## config.mk

```make
export PLATFORM = sky130hd
export DESIGN_NAME = byte_stuffed_frame_encoder_flat
export DESIGN_NICKNAME = d
export VERILOG_FILES = /design/src/hdl/bsfe_pkg.sv /design/src/hdl/bsfe_if.sv /design/src/hdl/byte_stuffed_frame_encoder.sv /design/src/hdl/bsfe_csum.sv /design/src/flat_wrapper.sv
export SDC_FILE = /design/constraint.sdc
export NUM_CORES = 1
export LEC_CHECK = 0
export ABC_AREA = 1
export BUFFER_PORTS_ARGS = -buffer_cell sky130_fd_sc_hd__buf_2
export CAP_MARGIN = 20
export CORE_UTILIZATION = 30
export CTS_BUF_LIST = sky130_fd_sc_hd__clkbuf_8
export CTS_CLUSTER_DIAMETER = 200
export CTS_CLUSTER_SIZE = 20
export DETAILED_ROUTE_END_ITERATION = 10
export PLACE_DENSITY = 0.4
export SLEW_MARGIN = 20
export SYNTH_ARGS = -nofsm -noshare
export SYNTH_HDL_FRONTEND = slang
export SYNTH_SLANG_ARGS = --single-unit
```

## constraint.sdc

```tcl
create_clock -name clk -period 7.5 [get_ports clk]
set_input_delay 0.375 -clock clk [delete_from_list [all_inputs] [get_ports clk]]
set_output_delay 0.375 -clock clk [all_outputs]
set_load 0.05 [all_outputs]
```

## src/hdl/bsfe_pkg.sv

```systemverilog
package bsfe_pkg;

    localparam logic [7:0]  LINE_DELIM = 8'h7E;
    localparam logic [7:0]  LINE_ESC   = 8'h7D;
    localparam logic [7:0]  ESC_FLIP   = 8'h20;
    localparam logic [15:0] CRC_POLY   = 16'h1021;
    localparam int          MAX_RUN    = 8;
    localparam int          RUN_CNT_W  = $clog2(MAX_RUN + 1);
    localparam int          RUN_IDX_W  = $clog2(MAX_RUN);

    typedef struct packed {
        logic [7:0] line_byte;
        logic       done;
    } line_item_t;

    typedef struct packed {
        logic [15:0] crc;
        logic [31:0] sum;
    } csum_t;

    function automatic logic [15:0] crc_update(input logic [15:0] crc_in,
                                               input logic [7:0]  data);
        logic [15:0] c;
        c = crc_in ^ {data, 8'h00};
        for (int i = 0; i < 8; i++)
        begin
            if (c[15])
                c = {c[14:0], 1'b0} ^ CRC_POLY;
            else
                c = {c[14:0], 1'b0};
        end
        return c;
    endfunction

    function automatic logic [15:0] sum_fold(input logic [31:0] sum);
        logic [16:0] s1;
        logic [16:0] s2;
        s1 = {1'b0, sum[31:16]} + {1'b0, sum[15:0]};
        s2 = {1'b0, s1[15:0]} + {16'h0000, s1[16]};
        return ~s2[15:0];
    endfunction

endpackage

```

## src/hdl/bsfe_if.sv

```systemverilog
interface bsfe_in_if;
    logic       valid;
    logic       ready;
    logic [7:0] frame_byte;
    logic       frame_end;

    modport source (output valid, output frame_byte, output frame_end, input ready);
    modport sink   (input valid, input frame_byte, input frame_end, output ready);
endinterface

interface bsfe_out_if;
    logic       valid;
    logic       ready;
    logic [7:0] line_byte;
    logic       run_end;
    logic       frame_done;

    modport source (output valid, output line_byte, output run_end, output frame_done,
                    input ready);
    modport sink   (input valid, input line_byte, input run_end, input frame_done,
                    output ready);
endinterface

```

## src/hdl/byte_stuffed_frame_encoder.sv

```systemverilog
// Byte-stuffing frame encoder. Each accepted word is one unstuffed frame byte;
// the block emits 0x7E before the first byte of a frame, escapes 0x7D/0x7E as
// 0x7D, byte^0x20, and after the word flagged frame_end sends the stuffed
// 16-bit checksum (CRC-16 0x1021 or folded ones-complement word sum, chosen by
// cfg_wr_data when cfg_wr_en is high) and a closing 0x7E with frame_done set.
// One input word yields 1 to 8 line words (1 for a plain mid-frame byte, up to
// 8 for a single-byte frame); the output side sends one line word per cycle
// while out_word.ready is high, so input words are taken only as fast as their
// line words are sent. An accepted word passes through one input stage, then
// the run register that feeds the output. A staged input word moves into the
// run register when it is empty or in the cycle the last line word of the
// run before it is sent, and the next input word is taken in that same cycle,
// so runs follow each other with no gap.
module byte_stuffed_frame_encoder
    import bsfe_pkg::*;
(
    input  logic       clk,
    input  logic       rst_n,
    bsfe_in_if.sink    in_word,
    bsfe_out_if.source out_word,
    input  logic       cfg_wr_en,
    input  logic       cfg_wr_data
);

    logic                 mode_reg;
    logic                 in_frame_reg;

    logic                 p_valid_reg;
    logic [7:0]           p_byte_reg;
    logic                 p_last_reg;
    logic                 p_open_reg;
    logic                 p_mode_reg;
    csum_t                p_csum_reg;

    line_item_t           run_reg [MAX_RUN];
    logic [RUN_CNT_W-1:0] cnt_reg;

    csum_t                csum;
    logic                 accept;
    logic                 take;
    logic                 load;

    line_item_t           run_next [MAX_RUN];
    logic [RUN_CNT_W-1:0] cnt_next;
    logic [15:0]          check;
    logic [7:0]           src [3];

    bsfe_csum u_csum
    (
        .clk        (clk),
        .rst_n      (rst_n),
        .step       (accept),
        .frame_byte (in_word.frame_byte),
        .frame_end  (in_word.frame_end),
        .csum       (csum)
    );

    assign take   = out_word.valid && out_word.ready;
    assign load   = p_valid_reg &&
                    ((cnt_reg == '0) || ((cnt_reg == RUN_CNT_W'(1)) && out_word.ready));
    assign in_word.ready = !p_valid_reg || load;
    assign accept = in_word.valid && in_word.ready;

    assign out_word.valid      = (cnt_reg != '0);
    assign out_word.line_byte  = run_reg[0].line_byte;
    assign out_word.frame_done = run_reg[0].done;
    assign out_word.run_end    = (cnt_reg == RUN_CNT_W'(1));

    // build the run of line words for the staged byte
    always_comb
    begin
        check  = p_mode_reg ? sum_fold(p_csum_reg.sum) : p_csum_reg.crc;
        src[0] = p_byte_reg;
        src[1] = check[15:8];
        src[2] = check[7:0];
        cnt_next = '0;
        for (int i = 0; i < MAX_RUN; i++)
        begin
            run_next[i] = '{line_byte: LINE_DELIM, done: 1'b0};
        end
        if (p_open_reg)
        begin
            run_next[cnt_next[RUN_IDX_W-1:0]] = '{line_byte: LINE_DELIM, done: 1'b0};
            cnt_next = cnt_next + RUN_CNT_W'(1);
        end
        for (int k = 0; k < 3; k++)
        begin
            if (k == 0 || p_last_reg)
            begin
                if (src[k] == LINE_ESC || src[k] == LINE_DELIM)
                begin
                    run_next[cnt_next[RUN_IDX_W-1:0]] = '{line_byte: LINE_ESC, done: 1'b0};
                    cnt_next = cnt_next + RUN_CNT_W'(1);
                    run_next[cnt_next[RUN_IDX_W-1:0]] =
                        '{line_byte: src[k] ^ ESC_FLIP, done: 1'b0};
                    cnt_next = cnt_next + RUN_CNT_W'(1);
                end
                else
                begin
                    run_next[cnt_next[RUN_IDX_W-1:0]] = '{line_byte: src[k], done: 1'b0};
                    cnt_next = cnt_next + RUN_CNT_W'(1);
                end
            end
        end
        if (p_last_reg)
        begin
            run_next[cnt_next[RUN_IDX_W-1:0]] = '{line_byte: LINE_DELIM, done: 1'b1};
            cnt_next = cnt_next + RUN_CNT_W'(1);
        end
    end

    always_ff @(posedge clk or negedge rst_n)
    begin
        if (!rst_n)
        begin
            mode_reg     <= 1'b0;
            in_frame_reg <= 1'b0;
            p_valid_reg  <= 1'b0;
            cnt_reg      <= '0;
        end
        else
        begin
            if (cfg_wr_en)
                mode_reg <= cfg_wr_data;
            if (accept)
            begin
                in_frame_reg <= !in_word.frame_end;
                p_valid_reg  <= 1'b1;
            end
            else if (load)
                p_valid_reg <= 1'b0;
            if (load)
                cnt_reg <= cnt_next;
            else if (take)
                cnt_reg <= cnt_reg - RUN_CNT_W'(1);
        end
    end

    always_ff @(posedge clk)
    begin
        if (accept)
        begin
            p_byte_reg <= in_word.frame_byte;
            p_last_reg <= in_word.frame_end;
            p_open_reg <= !in_frame_reg;
            p_mode_reg <= mode_reg;
            p_csum_reg <= csum;
        end
        if (load)
            run_reg <= run_next;
        else if (take)
        begin
            for (int i = 0; i < MAX_RUN - 1; i++)
            begin
                run_reg[i] <= run_reg[i+1];
            end
        end
    end

endmodule

```

## src/hdl/bsfe_csum.sv

```systemverilog
module bsfe_csum
    import bsfe_pkg::*;
(
    input  logic       clk,
    input  logic       rst_n,
    input  logic       step,
    input  logic [7:0] frame_byte,
    input  logic       frame_end,
    output csum_t      csum
);

    logic [15:0] crc_reg;
    logic [31:0] sum_reg;
    logic [7:0]  held_reg;
    logic        odd_reg;

    logic [15:0] crc_next;
    logic [31:0] sum_next;

    // word sum including this byte; odd final byte goes in unshifted
    always_comb
    begin
        crc_next = crc_update(crc_reg, frame_byte);
        if (odd_reg)
            sum_next = sum_reg + {16'h0000, held_reg, frame_byte};
        else
            sum_next = sum_reg + {24'h000000, frame_byte};
    end

    assign csum.crc = crc_next;
    assign csum.sum = sum_next;

    always_ff @(posedge clk or negedge rst_n)
    begin
        if (!rst_n)
        begin
            crc_reg  <= '0;
            sum_reg  <= '0;
            held_reg <= '0;
            odd_reg  <= 1'b0;
        end
        else if (step)
        begin
            if (frame_end)
            begin
                crc_reg  <= '0;
                sum_reg  <= '0;
                held_reg <= '0;
                odd_reg  <= 1'b0;
            end
            else if (odd_reg)
            begin
                crc_reg <= crc_next;
                sum_reg <= sum_next;
                odd_reg <= 1'b0;
            end
            else
            begin
                crc_reg  <= crc_next;
                held_reg <= frame_byte;
                odd_reg  <= 1'b1;
            end
        end
    end

endmodule

```

## src/flat_wrapper.sv

```systemverilog
// flat-port wrapper written by rule: the top's interface ports become plain ports
module byte_stuffed_frame_encoder_flat import bsfe_pkg::*;
  (clk, rst_n, cfg_wr_en, cfg_wr_data, in_word_valid, in_word_frame_byte, in_word_frame_end, in_word_ready, out_word_valid, out_word_line_byte, out_word_run_end, out_word_frame_done, out_word_ready);
  bsfe_in_if in_word_i ();
  bsfe_out_if out_word_i ();
  input  logic clk;
  input  logic rst_n;
  input  logic cfg_wr_en;
  input  logic cfg_wr_data;
  input wire logic [$bits(in_word_i.valid)-1:0] in_word_valid;
  input wire logic [$bits(in_word_i.frame_byte)-1:0] in_word_frame_byte;
  input wire logic [$bits(in_word_i.frame_end)-1:0] in_word_frame_end;
  output wire logic [$bits(in_word_i.ready)-1:0] in_word_ready;
  output wire logic [$bits(out_word_i.valid)-1:0] out_word_valid;
  output wire logic [$bits(out_word_i.line_byte)-1:0] out_word_line_byte;
  output wire logic [$bits(out_word_i.run_end)-1:0] out_word_run_end;
  output wire logic [$bits(out_word_i.frame_done)-1:0] out_word_frame_done;
  input wire logic [$bits(out_word_i.ready)-1:0] out_word_ready;
  assign in_word_i.valid = in_word_valid;
  assign in_word_i.frame_byte = in_word_frame_byte;
  assign in_word_i.frame_end = in_word_frame_end;
  assign in_word_ready = in_word_i.ready;
  assign out_word_valid = out_word_i.valid;
  assign out_word_line_byte = out_word_i.line_byte;
  assign out_word_run_end = out_word_i.run_end;
  assign out_word_frame_done = out_word_i.frame_done;
  assign out_word_i.ready = out_word_ready;
  byte_stuffed_frame_encoder u_core (.clk(clk), .rst_n(rst_n), .in_word(in_word_i), .out_word(out_word_i), .cfg_wr_en(cfg_wr_en), .cfg_wr_data(cfg_wr_data));
endmodule
```

==> run metrics, run 1 <==
status=complete, no violations; CP endpoint kind=flop; Slew Viols, Final=0; most frequent cells in the layout=411 x nand2_1, 187 x inv_1, 131 x edfxtp_1; number of detailed-route iterations in the first pass=7; core area=41000 um2; Fin Setup TNS=0 ps; CTS tree=built; fin crit period=6070 ps; Lkg Pwr=6.19 nW; unrepaired setup endpoints after global routing=no; Max Root-Sink Buffers=2; DIE AREA=42600 um2; ANT nets after route=0; WL per Instance=between 15 and 20 um; peak supply drop=188 uV; fillers=4444; Max FO, Critical Path=11; Final Hold Viols=0; NumNets Final=~1600; clk slew on worst S/H paths=around 110 ps; clock latency on the worst-skew pair=around 560 ps; antenna violations before repair=0; number of global-route vias before repair=10300; H-tree levels=4; WP data required=7910 ps; Root Driver=clkbuf_8; Final Setup Violations=0; total grt overflow=0; via count=10500; Top cell by count, worst path=nand2_1; io pins=27; slowest CP cell=fa_1; Top FF cell, synth=edfxtp_1; Slew HR=a little over a third; ant diodes=0; share of cells above drive strength 1=around 11%; Initial Util=30.5%; ys async rst share=32.8%; RePlAce Congestion=a little over 0.9; Power per Cell Area=around 360 nW/um2; largest net degree at the start of global routing=71; Post-synth EDFFs=131; worst slew pin tran=965 ps; Cell Area, Synth=12500 um2; Port Buffer Count=26; final wirelength=40200 um; drt drc=0; count of warnings emitted by yosys=0; Worst Hold Class=primary input to async pin; syn_area_per_cell=about 8.0 um2; clock skew=around 22 ps; first-pass GRT wire length=62500 um; Setup Fix Bufs, Post-CTS=0; CTS buffer count=17; fmax=165 MHz; most common cell after layout, fill and taps aside=nand2_1; CP arrival=6490 ps; GRT Util Overall=20.1%; Resized cells post-CTS=0; Setup CP Type=flop to flop; Placed Area=13200 um2; 1st-iter DRT viols=852; register area share after synthesis=44.2%; Avg Vias per Cell=4.93; Tcrit/Tclk final=81.0%; crit-path max cell delay=390 ps; site row count=between 70 and 80; die outline width=slightly above 200 um; DP HPWL=30300 um; max reg flops=63; gate count after technology mapping=1572; synthesized net count=approximately 1600; crit path launch type=flop; die height=206 um; post-synth cell types=between 50 and 60; Tot Pwr=4.93 mW; CTS Sinks=195; post-synthesis register bit count=195; P&R area growth vs syn=8.62%; reported max-cap violation count=0; Design Area, Final=13600 um2
## path summary, 6_finish.rpt
path                                             end  cells after the start  slack [ps]             startpoint
setup reg to reg                   u_core.cnt_reg[1]                     39        1430   u_core.p_csum_reg[0]
hold / removal             u_core.u_csum.sum_reg[12]                      2          30                  rst_n
hold reg to reg                    u_core.p_mode_reg                      0         460        u_core.mode_reg
setup / recovery                   u_core.cnt_reg[1]                     39        1430   u_core.p_csum_reg[0]
min in group clk                u_core.p_byte_reg[2]                      1         130  in_word_frame_byte[2]
max in group asynchronous          u_core.cnt_reg[3]                      2        6820                  rst_n
## where the power goes
group	switching, mW	internal, mW	leakage (nW)
registers	0.149	1.56	2.07
clock network	0.419	0.264	0.192
logic	1.82	0.714	3.92
total	2.38	2.54	6.19
## layer usage
layer,wire length [um],share of wire [%],GRT usage (%)
met1,20700,52,29.4
met4,608,1.5,5.62
met2,17300,43,29.9
met3,1560,3.9,3.53
met5,0,0,0
## timing repair
action,4_1_cts,5_1_grt
endpoints found under the hold margin,2,0
hold buffers,3,0
setup endpoints to repair,0,0
## cells by family (layout without fill, tap and decap cells)
family                   count (synthesis)  in the layout  share of synthesized area (%)
multiplexers                             1              1                         0.0899
flip-flops                             195            195                           44.2
XOR/XNOR                                55             55                           3.85
AND/OR/NAND/NOR                        737            737                           26.4
buffers and inverters                  263            287                           8.35
adder cells (fa/ha/maj)                 48             48                           4.92
AO/OA/AOI/OAI                          273            273                           12.2
## metrics by stage
step / worst slack (ps) / utilization (%) / cells / hold WS [ps]
after CTS: 1420 / 33.2 / 2128 / 2.19
final: 1430 / 33.2 / 2128 / 28.3
after floorplan: 2300 / - / 1572 / 79.4
after detailed placement: 1430 / 32.2 / 2093 / 450
after global routing: 813 / 33.2 / 2128 / 66.3
after global placement: 1540 / 32.2 / 2093 / 447
## synthesized netlist by cell type (2+ instances only)
library cell | number | area (um2)
a21oi_2 | 4 | 35.0
or2_2 | 4 | 25.0
nand3_1 | 123 | 616
nor2_1 | 98 | 368
nand2_2 | 20 | 125
inv_2 | 16 | 60.1
nand3b_1 | 2 | 15.0
nor4_1 | 2 | 12.5
buf_6 | 2 | 22.5
nand3_2 | 15 | 150
o21ai_0 | 120 | 601
xor2_1 | 38 | 333
o21bai_1 | 4 | 30.0
ha_1 | 46 | 576
edfxtp_1 | 131 | 3930
nor3_1 | 14 | 70.1
nand2_1 | 411 | 1540
o22ai_1 | 17 | 106
nor2_2 | 14 | 87.6
fa_1 | 2 | 40.0
and2_1 | 3 | 18.8
o21ai_2 | 5 | 43.8
nand2_4 | 7 | 78.8
nand4_1 | 15 | 93.8
a31oi_1 | 15 | 93.8
xnor2_1 | 17 | 149
buf_1 | 4 | 15.0
o41ai_1 | 2 | 17.5
inv_4 | 2 | 12.5
o211ai_1 | 9 | 67.6
clkbuf_1 | 38 | 143
o31ai_1 | 2 | 15.0
o21ai_1 | 19 | 95.1
clkinv_1 | 3 | 11.3
nor2_4 | 6 | 67.6
buf_2 | 3 | 15.0
inv_1 | 186 | 698
buf_4 | 8 | 60.1
a21oi_1 | 67 | 335
dfrtp_1 | 64 | 1600
## worst max-delay path: cells and delay by family, from the launching register on
kind / cells / cell delay, ps
and+or+nand+nor: 20 / 2260
adders and majority gates: 6 / 1480
DFF: 1 / 340
AOI/OAI and AO/OA: 7 / 1120
buffers and inverters: 6 / 720
## final cells by class
cell class	count	area (um2)	area share [%]
Clock buffer	17	234	1.72
Timing Repair Buffer	47	295	2.17
Sequential cell	195	5540	40.7
Tap cell	532	666	4.89
Multi-Input combinational cell	1114	5950	43.7
Clock inverter	15	130	0.957
Inverter	208	791	5.81
Note: power is estimated with default switching activity, not from simulation.
==> run 2: changes to the inputs <==
==> constraint.sdc (replaced) <==
create_clock -name clk -period 6.32 [get_ports clk]
set_input_delay 0.316 -clock clk [delete_from_list [all_inputs] [get_ports clk]]
set_output_delay 0.316 -clock clk [all_outputs]
set_load 0.05 [all_outputs]
==> run 2 against run 1 <==
Against the previous run: first-iteration DRC count shrank 10%; via count increased by 0.66%; clock skew decreased by 1.1 ps; sequential cell count unchanged; critical path type unchanged; largest cell class unchanged; largest power group unchanged.
==> run metrics, run 2 (synthesis results as in run 1) <==
crit path launch type=flop; Non-Filler Instances=about 2100; Slew Viols, Final=0; fmax=177 MHz; site row count=74; CTS buffer count=17; R2R Setup Slk=670 ps; final wirelength=between 30000 and 40000 um; status=complete, no violations; number of detailed-route iterations in the first pass=5; via count=10600; Psw=2.86 mW; FF+latch area=5540 um2; clk slew on worst S/H paths=100 ps; peak supply drop=230 uV; fillers=4395; unrepaired setup endpoints after global routing=no; DP Cell Count=2096; clock skew=20.6 ps; fin crit period=5650 ps; Comb pwr share=51.0%; largest net degree at the start of global routing=71; ANT nets after route=0; Seq pwr share=between 30% and 40%; Initial Util=between 30% and 40%; most common cell after layout, fill and taps aside=nand2_1; CTS Sinks=195; pre-CTS WS=approximately 570 ps; slowest CP cell=fa_1; Int Pwr=3.09 mW; Root Driver=clkbuf_8; total grt overflow=0; RePlAce Congestion=between 0.8 and 0.9; Tot Pwr=a little under 6 mW; 1st-iter DRT viols=763; die height=between 200 and 250 um; NumNets Final=1650; Tcrit/Tclk final=around nine tenths; die outline width=206 um; most frequent cells in the layout=411 x nand2_1, 185 x inv_1, 131 x edfxtp_1; clock network power share=14.9%; CP endpoint kind=flop; Setup Fix Bufs, Post-CTS=0; GRT Util Overall=19.7%; Avg Vias per Cell=4.95; Final Hold Viols=0; Slew HR=33.1%; Worst Path Buf+Inv=5; Port Buffer Count=26; Setup CP Type=flop to flop; Sw Share=between 40% and 50%; number of global-route vias before repair=10300; antenna violations before repair=0; final setup slack of the worst path=671 ps; H-tree levels=4; WL per Instance=~19 um; P&R area growth vs syn=9.32%; Lkg Pwr=6.22 nW; max reg flops=63; reported max-cap violation count=0; ant diodes=0; Fin Hold WS=69.8 ps; share of cells above drive strength 1=11.3%; Power per Cell Area=435 nW/um2; Worst Hold Class=primary input to flop; Max FO, Critical Path=11; first-pass GRT wire length=61700 um; Top delay family on crit path=simple AND/OR/NAND/NOR gates; crit-path max cell delay=380 ps; Max Root-Sink Buffers=2; drt drc=0; worst slew pin tran=1000 ps; Top cell by count, worst path=nand2_1; CP arrival=around 6100 ps; WP data required=6720 ps; core area=approximately 40000 um2; Final Setup Violations=0; DP HPWL=between 30000 and 40000 um; DIE AREA=about 43000 um2; Fin Setup TNS=0 ps; clock latency on the worst-skew pair=560 ps; io pins=27; CTS tree=built; multi-input logic area=5960 um2
-- run 2: changes by cell type in the layout (fill, tap and decap cells not counted), sizes merged --
cell	before	now
clkinv	6	4
buf	44	47
bufinv	1	2
clkbuf	17	18
dlygate4sd3	3	4
-- run 2: stage by stage --
step | cell area (um2) | util [%]
6_report | 13700 | 33.4
5_1_grt | 13700 | 33.4
4_1_cts | 13700 | 33.4
3_5_place_dp | 13200 | 32.3
3_3_place_gp | 13200 | 32.3
2_1_floorplan | 12500 | -
-- run 2: cell type report --
| class | instances | area share, % |
|---|---|---|
| tap | 532 | 4.86 |
| multi-input combinational | 1114 | 43.5 |
| clock buffer | 18 | 1.81 |
| clock inverter | 14 | 1.20 |
| sequential | 195 | 40.4 |
| inverter | 208 | 5.78 |
| timing repair buffer | 51 | 2.39 |
-- run 2: power groups by stage --
stage | clock network, mW | logic [mW] | registers, mW
finish | 0.887 | 3.04 | 2.03
global route | 0.968 | 3.40 | 2.07
CTS | 0.924 | 3.05 | 2.03
detailed placement | 0 | 3.03 | 2.06
global placement | 0 | 3.06 | 2.05
floorplan | 0 | 2.11 | 2.00
-- run 2: final timing paths --
check                                      start                   endpoint  cells after the start
setup / recovery            u_core.p_csum_reg[0]          u_core.cnt_reg[1]                     37
hold / removal             in_word_frame_byte[2]       u_core.p_byte_reg[2]                      1
setup reg to reg            u_core.p_csum_reg[0]          u_core.cnt_reg[1]                     37
hold reg to reg                  u_core.mode_reg          u_core.p_mode_reg                      0
max in group asynchronous                  rst_n          u_core.cnt_reg[1]                      3
min in group asynchronous                  rst_n  u_core.u_csum.sum_reg[13]                      3
-- run 2: timing repair --
| action | CTS | global route |
|---|---|---|
| setup endpoints to repair | 0 | 3 |
| gates resized for setup | 0 | 1 |
| hold endpoints to repair | 66 | 0 |
| hold buffers | 4 | 0 |
-- run 2: per-layer routing --
layer / vias to the layer above / routed length, um / global-route usage (%) / share of wire, %
li1: 5243 / - / - / -
met1: 5034 / 20100 / 28.5 / 50
met2: 244 / 16800 / 28.6 / 42
met3: 39 / 1950 / 4.43 / 4.9
met4: 0 / 935 / 6.67 / 2.3
met5: - / 0 / 0 / 0
